**config.mk**
```make
export PLATFORM = sky130hd
export DESIGN_NAME = stream_duplicate_remover
export DESIGN_NICKNAME = d
export VERILOG_FILES = /design/src/rtl/core/sdr_pkg.sv /design/src/rtl/core/stream_duplicate_remover.sv /design/src/rtl/core/sdr_cell.sv
export VERILOG_INCLUDE_DIRS = /design/src /design/src/rtl/core
export SDC_FILE = /design/constraint.sdc
export NUM_CORES = 2
export LEC_CHECK = 0
export BUFFER_PORTS_ARGS = -buffer_cell sky130_fd_sc_hd__buf_2
export CORE_UTILIZATION = 48
export CTS_CLUSTER_SIZE = 25
export DETAILED_ROUTE_END_ITERATION = 12
export MAX_ROUTING_LAYER = met4
export SLEW_MARGIN = 20
export SYNTH_ARGS = -nofsm -noshare
export SYNTH_HDL_FRONTEND = slang
export SYNTH_HIERARCHICAL = 1
export SYNTH_SLANG_ARGS = --single-unit
```
**constraint.sdc**
```tcl
create_clock -name clk -period 3.7 [get_ports clk]
set_input_delay 0.555 -clock clk [delete_from_list [all_inputs] [get_ports clk]]
set_output_delay 0.555 -clock clk [all_outputs]
set_load 0.1 [all_outputs]
```
**src/rtl/core/assert_macros.svh**
```systemverilog
// Assertion helpers used by the RTL.
`ifndef ASSERT_MACROS_SVH
`define ASSERT_MACROS_SVH

// Clocked check, off while reset is asserted.
`define SDR_ASSERT(label, prop, msg) \
  label: assert property (@(posedge clk) disable iff (!rst_n) (prop)) else $error(msg);

// Clocked check that also runs during reset.
`define SDR_ASSERT_ALWAYS(label, prop, msg) \
  label: assert property (@(posedge clk) (prop)) else $error(msg);

`endif

```
**src/rtl/core/sdr_pkg.sv**
```systemverilog
`timescale 1ns / 1ps
`default_nettype none

package sdr_pkg;

  localparam int unsigned TABLE_DEPTH = 64;
  localparam int unsigned VAL_W       = 32;
  localparam int unsigned CNT_W       = $clog2(TABLE_DEPTH + 1);

  // Probe travelling down the cell chain
  typedef struct packed {
    logic             valid;
    logic [VAL_W-1:0] value;
    logic             hit;     // matched a stored value upstream
    logic             placed;  // stored in an empty cell upstream
    logic [CNT_W-1:0] rem;     // occupied cells still ahead of this point
  } sdr_tok_t;

  typedef enum logic [1:0] {
    ST_IDLE,
    ST_BUSY,
    ST_WAIT
  } sdr_state_t;

endpackage

`default_nettype wire

```
**src/rtl/core/stream_duplicate_remover.sv**
```systemverilog
// Path: the probe is registered in each of the TABLE_DEPTH cells (64 by default),
// then in the output register, before out_tvalid. One item at a time: the probe walks
// the comparator chain cell by cell; the next item enters after it leaves and its result reaches the output register.
// Reset: synchronous active-low rst_n empties the table and clears the pipeline;
// stored values are not cleared, the fill count masks them.
`timescale 1ns / 1ps
`default_nettype none

`include "assert_macros.svh"

module stream_duplicate_remover (
  input  wire logic        clk,
  input  wire logic        rst_n,
  input  wire logic        in_tvalid,
  output logic             in_tready,
  input  wire logic [31:0] in_tdata,   // [31:0] element
  input  wire logic        in_tuser,   // [0] start_new
  output logic             out_tvalid,
  input  wire logic        out_tready,
  output logic [31:0]      out_tdata,  // [31:0] out_value
  output logic [1:0]       out_tuser   // [0] kept, [1] table_full
);

  localparam int unsigned DEPTH = sdr_pkg::TABLE_DEPTH;

  sdr_pkg::sdr_state_t       state_r, state_nxt;
  logic [sdr_pkg::CNT_W-1:0] cnt_r, cnt_nxt;
  logic                      out_valid_r, out_valid_nxt;
  logic [31:0]               out_data_r, out_data_nxt;
  logic [1:0]                out_user_r, out_user_nxt;
  logic [31:0]               pend_data_r, pend_data_nxt;
  logic [1:0]                pend_user_r, pend_user_nxt;

  sdr_pkg::sdr_tok_t tok [DEPTH+1];
  sdr_pkg::sdr_tok_t exit_tok;
  logic [DEPTH-1:0]  chain_busy;

  logic       accept;
  logic       out_free;
  logic       is_wait;
  logic [1:0] exit_user;

  assign accept   = in_tvalid && in_tready;
  assign out_free = !out_valid_r || out_tready;
  assign exit_tok = tok[DEPTH];
  assign exit_user = {!exit_tok.hit && !exit_tok.placed, exit_tok.placed};

  // Probe injection; a new array starts with no occupied cells
  always_comb begin
    tok[0].valid  = accept;
    tok[0].value  = in_tdata;
    tok[0].hit    = 1'b0;
    tok[0].placed = 1'b0;
    tok[0].rem    = in_tuser ? '0 : cnt_r;
  end

  for (genvar i = 0; i < DEPTH; i++) begin : g_cell
    sdr_cell u_cell (
      .clk   (clk),
      .rst_n (rst_n),
      .tok_i (tok[i]),
      .tok_o (tok[i+1])
    );
    assign chain_busy[i] = tok[i+1].valid;
  end

  // Next state
  always_comb begin
    state_nxt = state_r;
    unique case (state_r)
      sdr_pkg::ST_IDLE: if (in_tvalid) state_nxt = sdr_pkg::ST_BUSY;
      sdr_pkg::ST_BUSY: begin
        if (exit_tok.valid) state_nxt = out_free ? sdr_pkg::ST_IDLE : sdr_pkg::ST_WAIT;
      end
      sdr_pkg::ST_WAIT: if (out_free) state_nxt = sdr_pkg::ST_IDLE;
      default:          state_nxt = sdr_pkg::ST_IDLE;
    endcase
  end

  // FSM outputs
  always_comb begin
    in_tready = 1'b0;
    is_wait   = 1'b0;
    unique case (state_r)
      sdr_pkg::ST_IDLE: in_tready = 1'b1;
      sdr_pkg::ST_BUSY: ;
      sdr_pkg::ST_WAIT: is_wait = 1'b1;
      default:          ;
    endcase
  end

  // Fill count and result path
  always_comb begin
    cnt_nxt       = cnt_r;
    out_valid_nxt = out_valid_r && !out_tready;
    out_data_nxt  = out_data_r;
    out_user_nxt  = out_user_r;
    pend_data_nxt = pend_data_r;
    pend_user_nxt = pend_user_r;

    if (accept && in_tuser) begin
      cnt_nxt = '0;
    end else if (exit_tok.valid && exit_tok.placed) begin
      cnt_nxt = cnt_r + sdr_pkg::CNT_W'(1);
    end

    if (exit_tok.valid) begin
      if (out_free) begin
        out_valid_nxt = 1'b1;
        out_data_nxt  = exit_tok.value;
        out_user_nxt  = exit_user;
      end else begin
        pend_data_nxt = exit_tok.value;
        pend_user_nxt = exit_user;
      end
    end else if (is_wait && out_free) begin
      out_valid_nxt = 1'b1;
      out_data_nxt  = pend_data_r;
      out_user_nxt  = pend_user_r;
    end
  end

  always_ff @(posedge clk) begin
    if (!rst_n) begin
      state_r     <= sdr_pkg::ST_IDLE;
      cnt_r       <= '0;
      out_valid_r <= 1'b0;
    end else begin
      state_r     <= state_nxt;
      cnt_r       <= cnt_nxt;
      out_valid_r <= out_valid_nxt;
    end
    out_data_r  <= out_data_nxt;
    out_user_r  <= out_user_nxt;
    pend_data_r <= pend_data_nxt;
    pend_user_r <= pend_user_nxt;
  end

  assign out_tvalid = out_valid_r;
  assign out_tdata  = out_data_r;
  assign out_tuser  = out_user_r;

  `SDR_ASSERT(a_cnt_bound, cnt_r <= sdr_pkg::CNT_W'(DEPTH), "fill count exceeds table depth")
  `SDR_ASSERT(a_one_probe, $onehot0(chain_busy), "more than one transaction in the chain")
  `SDR_ASSERT(a_exit_busy, exit_tok.valid |-> state_r == sdr_pkg::ST_BUSY, "probe left chain outside busy state")
  `SDR_ASSERT(a_exit_flags, exit_tok.valid |-> !(exit_tok.hit && exit_tok.placed), "repeat value was stored")
  `SDR_ASSERT(a_wait_out, is_wait |-> out_valid_r, "waiting with an empty output register")

endmodule

`default_nettype wire

```
**src/rtl/core/sdr_cell.sv**
```systemverilog
`timescale 1ns / 1ps
`default_nettype none

module sdr_cell (
  input  wire logic              clk,
  input  wire logic              rst_n,
  input  wire sdr_pkg::sdr_tok_t tok_i,
  output sdr_pkg::sdr_tok_t      tok_o
);

  logic [sdr_pkg::VAL_W-1:0] stored_r;
  logic [sdr_pkg::VAL_W-1:0] stored_nxt;
  sdr_pkg::sdr_tok_t         tok_r;
  sdr_pkg::sdr_tok_t         tok_nxt;
  logic                      occupied;
  logic                      wr_en;

  // rem counts down through the occupied prefix; the first cell with
  // rem == 0 is the first free one
  assign occupied = (tok_i.rem != '0);
  assign wr_en    = tok_i.valid && !occupied && !tok_i.hit && !tok_i.placed;

  always_comb begin
    stored_nxt     = wr_en ? tok_i.value : stored_r;
    tok_nxt        = tok_i;
    tok_nxt.hit    = tok_i.hit || (occupied && (stored_r == tok_i.value));
    tok_nxt.placed = tok_i.placed || wr_en;
    tok_nxt.rem    = occupied ? (tok_i.rem - sdr_pkg::CNT_W'(1)) : tok_i.rem;
  end

  always_ff @(posedge clk) begin
    stored_r <= stored_nxt;
    if (!rst_n) begin
      tok_r.valid <= 1'b0;
    end else begin
      tok_r <= tok_nxt;
    end
  end

  assign tok_o = tok_r;

endmodule

`default_nettype wire
```
Yosys cells after proc, flatten, opt, wreduce, memory -nomap -nowiden
Cells that the tools add are included.
Word-level totals
  register bits: 4807
  bits of input ports: 37
  output and inout port bits: 36
  logic and storage cells: 1257
Cells by class
  add/sub/neg operators: 64
  equality and inequality tests: 70
  multiplexer cells: 80
  bitwise logic cells: 2
  reduce and logical (&&, ||, !) cells: 651
Operator list (number)
  equality test 32 bit: 64
  two-way mux 7 bit: 64
  nonzero test 7 bit: 64
  subtractor 7 x 1 -> 7 bit (second input constant): 63
  logical AND 1 bit: 260
  logical NOT 1 bit: 194
  logical OR 1 bit: 127
  two-way mux 32 bit: 3
  two-way mux 2 bit: 7
  adder 7 x 1 -> 7 bit (second input constant): 1
  != test 2 bit (second input constant): 3
  case mux 2 bit (3 select lines): 1
  two-way mux 1 bit: 5
  AND reduction 2 bit: 2
  AND reduction 3 bit: 1
  equality test 2 x 1 -> 1 bit (second input constant): 1
  equality test 2 bit (second input constant): 1
  logical NOT 2 bit: 1
  != test 2 x 1 -> 1 bit (second input constant): 1
  NOT 1 bit: 2
  nonzero test 2 bit: 1
  OR reduction 2 bit: 1

Longest topological paths before layout
  word-level depth: 6
  mapped depth: 7
  depth with buffers taken out: 6

By module
The synthesis kept the hierarchy.
By module, submodules not included
  sdr_cell: times used 64, cells an instance 147, area each 2760.1 um^2, sequential area each 2212.1 um^2
  stream_duplicate_remover: times used 1, cells an instance 172, area each 2957.8 um^2, sequential area each 2242.2 um^2

Worst setup path after synthesis
Ideal clock, no wire load.
  path kind: input to register
  from: input in_tuser
  to: register g_cell[0].u_cell/stored_r[0] in the netlist's numbering (enable)
  library setup time: 0.421 ns
  arrival: 2.592 ns
  data required time: 3.279 ns
  slack: 0.687 ns
  stages on the path: 7
  path buffers: 1
  path through: nor2b_1 > inv_1 > ha_1 > and3_1 > buf_6 > nand3b_1 > nor2_1
Between the ends
  longest elaborated chain between the ends: 4
RTL lines
  start: declaration: line stream_duplicate_remover.sv:17  | input wire logic in_tuser,
  two-way mux 7 bit: line stream_duplicate_remover.sv:54  | tok[0].rem = in_tuser ? '0 : cnt_r;
  nonzero test 7 bit: line sdr_cell.sv:20  | assign occupied = (tok_i.rem != '0);
  logical NOT 1 bit: line sdr_cell.sv:21  | assign wr_en = tok_i.valid && !occupied && !tok_i.hit && !tok_i.placed;
  logical AND 1 bit: line sdr_cell.sv:21
  via g_cell[0].u_cell.wr_en: line sdr_cell.sv:16  | logic wr_en;
  end signal: assignment: line sdr_cell.sv:32  | stored_r <= stored_nxt;
  end: declaration: line sdr_cell.sv:11  | logic [sdr_pkg::VAL_W-1:0] stored_r;
The timed path passes the listed nets, and every way through them passes these cells.
A chain may end at the register's enable or synchronous reset.

Worst setup path in the final report
  from: register g_cell[5].u_cell.tok_r (netlist bit g_cell[5].u_cell/tok_o[0])
  to: register g_cell[6].u_cell/stored_r[6] in the netlist's numbering (enable)
Between the ends
  longest elaborated chain between the ends: 5
RTL lines
  start: declaration: line sdr_cell.sv:13  | sdr_pkg::sdr_tok_t tok_r;
  start signal: assignment: line sdr_cell.sv:36  | tok_r <= tok_nxt;
  nonzero test 7 bit: line sdr_cell.sv:20
  logical NOT 1 bit: line sdr_cell.sv:21
  logical AND 1 bit (3 in a row): line sdr_cell.sv:21
  via g_cell[6].u_cell.wr_en: line sdr_cell.sv:16
  end signal: assignment: line sdr_cell.sv:32
  end: declaration: line sdr_cell.sv:11
The timed path passes the listed nets, and every way through them passes these cells.

==> flow_summary.toml <==
[pwr]
power.total_mw = 114.8
total_leakage_power_nw = 64.45
peakVddDrop_mv = 0.4469
powerDensity_nw_per_um2 = 565.7

[floorplan]
dieWidth_um = 613.1
fp.coreArea_um2 = 371900
die_y_um = 613.1
dieArea_um2 = 375900
io_pins = 73
num_rows = 224
initial_core_util_pct = 48.20

[sta]
finalClockSkew_ns = 0.1011
finalCritPeriodShare_pct = 68.35
fmax_mhz = 395.4
hold_viol = 0
slew_headroom_pct = 23.76
setup_viol = 0
tns_ns = 0
tightest_slew_ns = 1.133
fin_hold_ws_ns = 0.1557
rsz0062_at_grt = "false"
drv_slew = 0
period_minus_slack_ns = 2.529

[critical_path]
cp.required_ns = 4.41
end_kind = "flip-flop"
start_kind = "flip-flop"
cp_top_family = "simple AND/OR/NAND/NOR gates"
r2r-start = "g_cell[5].u_cell/tok_o[0]$_DFFE_PP_"
crit_type = "flip-flop to flip-flop"
worst_path_max_delay_cell = "nor2_2"
slowest_delay_ns = 0.72
crit_start = "g_cell[5].u_cell/tok_o[0]$_DFFE_PP_"
path_buf_inv = 2
arrival_ns = 3.24
worst-path-max-fanout = 17
path_cells = "inv_1 -> ha_1 -> and3_1 -> nand3b_1 -> nor2_2 -> buf_12"

[drt]
first_pass_iters = 9
remaining_drc_errors = 1
final_antenna_net_count = 0
num_vias = 78410
via_per_inst = 5.027
post_drt_wl_per_cell_um = 18.12
routed_wirelength_um = 282600
drtIter0Drc = 4653

[place]
hpwl_um = 188400
placed_cells = 14690
gp_congestion = 0.7695
portBuffers = 72
dpl-instance-area_um2 = 187000

[cts]
cts_root_buf = "clkbuf_16"
numCtsBuffers = 468
cts_sinks = 4807
cts_tree = "yes"
insertion_delay_ns = 1.00
htree_levels = 5
cts_buffer_depth = 4
clk_pin_slew_ns = 0.06

[cells_and_area]
layout.cells.non_filler = 15600
stdcell_area_um2 = 202800
syn2layout_area_growth_pct = 13.15
drive_gt1_share_pct = 10.11
nets = 10390
fill_cells = 28540

[run]
max-cap-violations = 0

[yosys]
synthCells = 9555
syn_area_per_cell_um2 = 18.76
syn_area_um2 = 179300
yosysWarningCount = 6

[global_route]
grt_pass1_vias = 82020
grtUsageTotal_pct = 15.57
antenna_found_initial = 3
overflow = 0
grt_max_degree = 110
grt_pass1_wl_um = 457600

[outcome]
violations = "design-rule violations"
status = "finished, violations left"

[worst_hold_path]
hold_start = "rst_n"
min_path_type = "input pin to flip-flop"
==> registers in the layout (all words and copies together), names as in the netlist <==
register,count
g_cell.u_cell/tok_o,2681
g_cell.u_cell/stored_r,2048
out_tdata,32
pend_data_r,32
cnt_r,7
out_tuser,2
pend_user_r,2
state_r,2
out_tvalid,1
==> layout make-up <==
cell class / instances / area [um^2] / share of cell area, %
diodes: 1 / 2.502 / 0.001234
clock inverters: 292 / 3128 / 1.542
repair buffers: 262 / 2415 / 1.190
clock buffers: 582 / 12320 / 6.076
well taps: 4972 / 6221 / 3.067
multi-input cells: 4552 / 34660 / 17.09
inverters: 130 / 488.0 / 0.2406
flip-flops and latches: 4807 / 143600 / 70.80
==> stage by stage <==
stage / util, % / worst slack (ns)
floorplan: - / 0.6874
global placement: 50.28 / 1.155
detailed placement: 50.29 / 1.145
CTS: 54.54 / 1.145
global route: 54.54 / 0.9973
finish: 54.54 / 1.171
==> cells in the final DEF (no fill, tap or decap), types with 98 or more instances in the layout <==
cell,n
nand4_1,512
nand3b_1,128
buf_4,113
nor3_1,190
clkbuf_1,100
xor2_1,128
xnor2_1,2237
clkbuf_16,472
inv_1,130
ha_1,128
clkinv_1,98
edfxtp_1,4733
nor2_1,447
==> path summary, 6_finish.rpt <==
path                                             to  slack [ns]  depth (start not counted)
min reg2reg               pend_data_r[27]$_DFFE_PP_        0.44                          0
min           g_cell[13].u_cell/tok_o[21]$_DFFE_PP_        0.16                          1
max          g_cell[6].u_cell/stored_r[6]$_DFFE_PP_        1.17                          6
max reg2reg  g_cell[6].u_cell/stored_r[6]$_DFFE_PP_        1.17                          6
==> power breakdown <==
group          leakage (nW)  total (mW)  switching, mW  internal (mW)
Clock                  7.51        47.1           19.7           27.5
Sequential             45.2        64.1           1.87           62.2
Combinational          11.7        3.51           1.83           1.68
Total                  64.5         115           23.4           91.4
==> metal layers <==
layer	up-vias	track usage [%]	share of wire (%)
li1	37250	-	-
met1	39740	19.98	44
met2	936	26.28	51
met3	484	2.280	3.3
met4	0	3.688	2.2
met5	-	-	0
==> what timing repair did <==
item,CTS,global route
hold buffers,35,0
gates resized for setup,0,0
setup buffers,0,0
endpoints found under the hold margin,75,0
(Power assumes the default switching activity.)
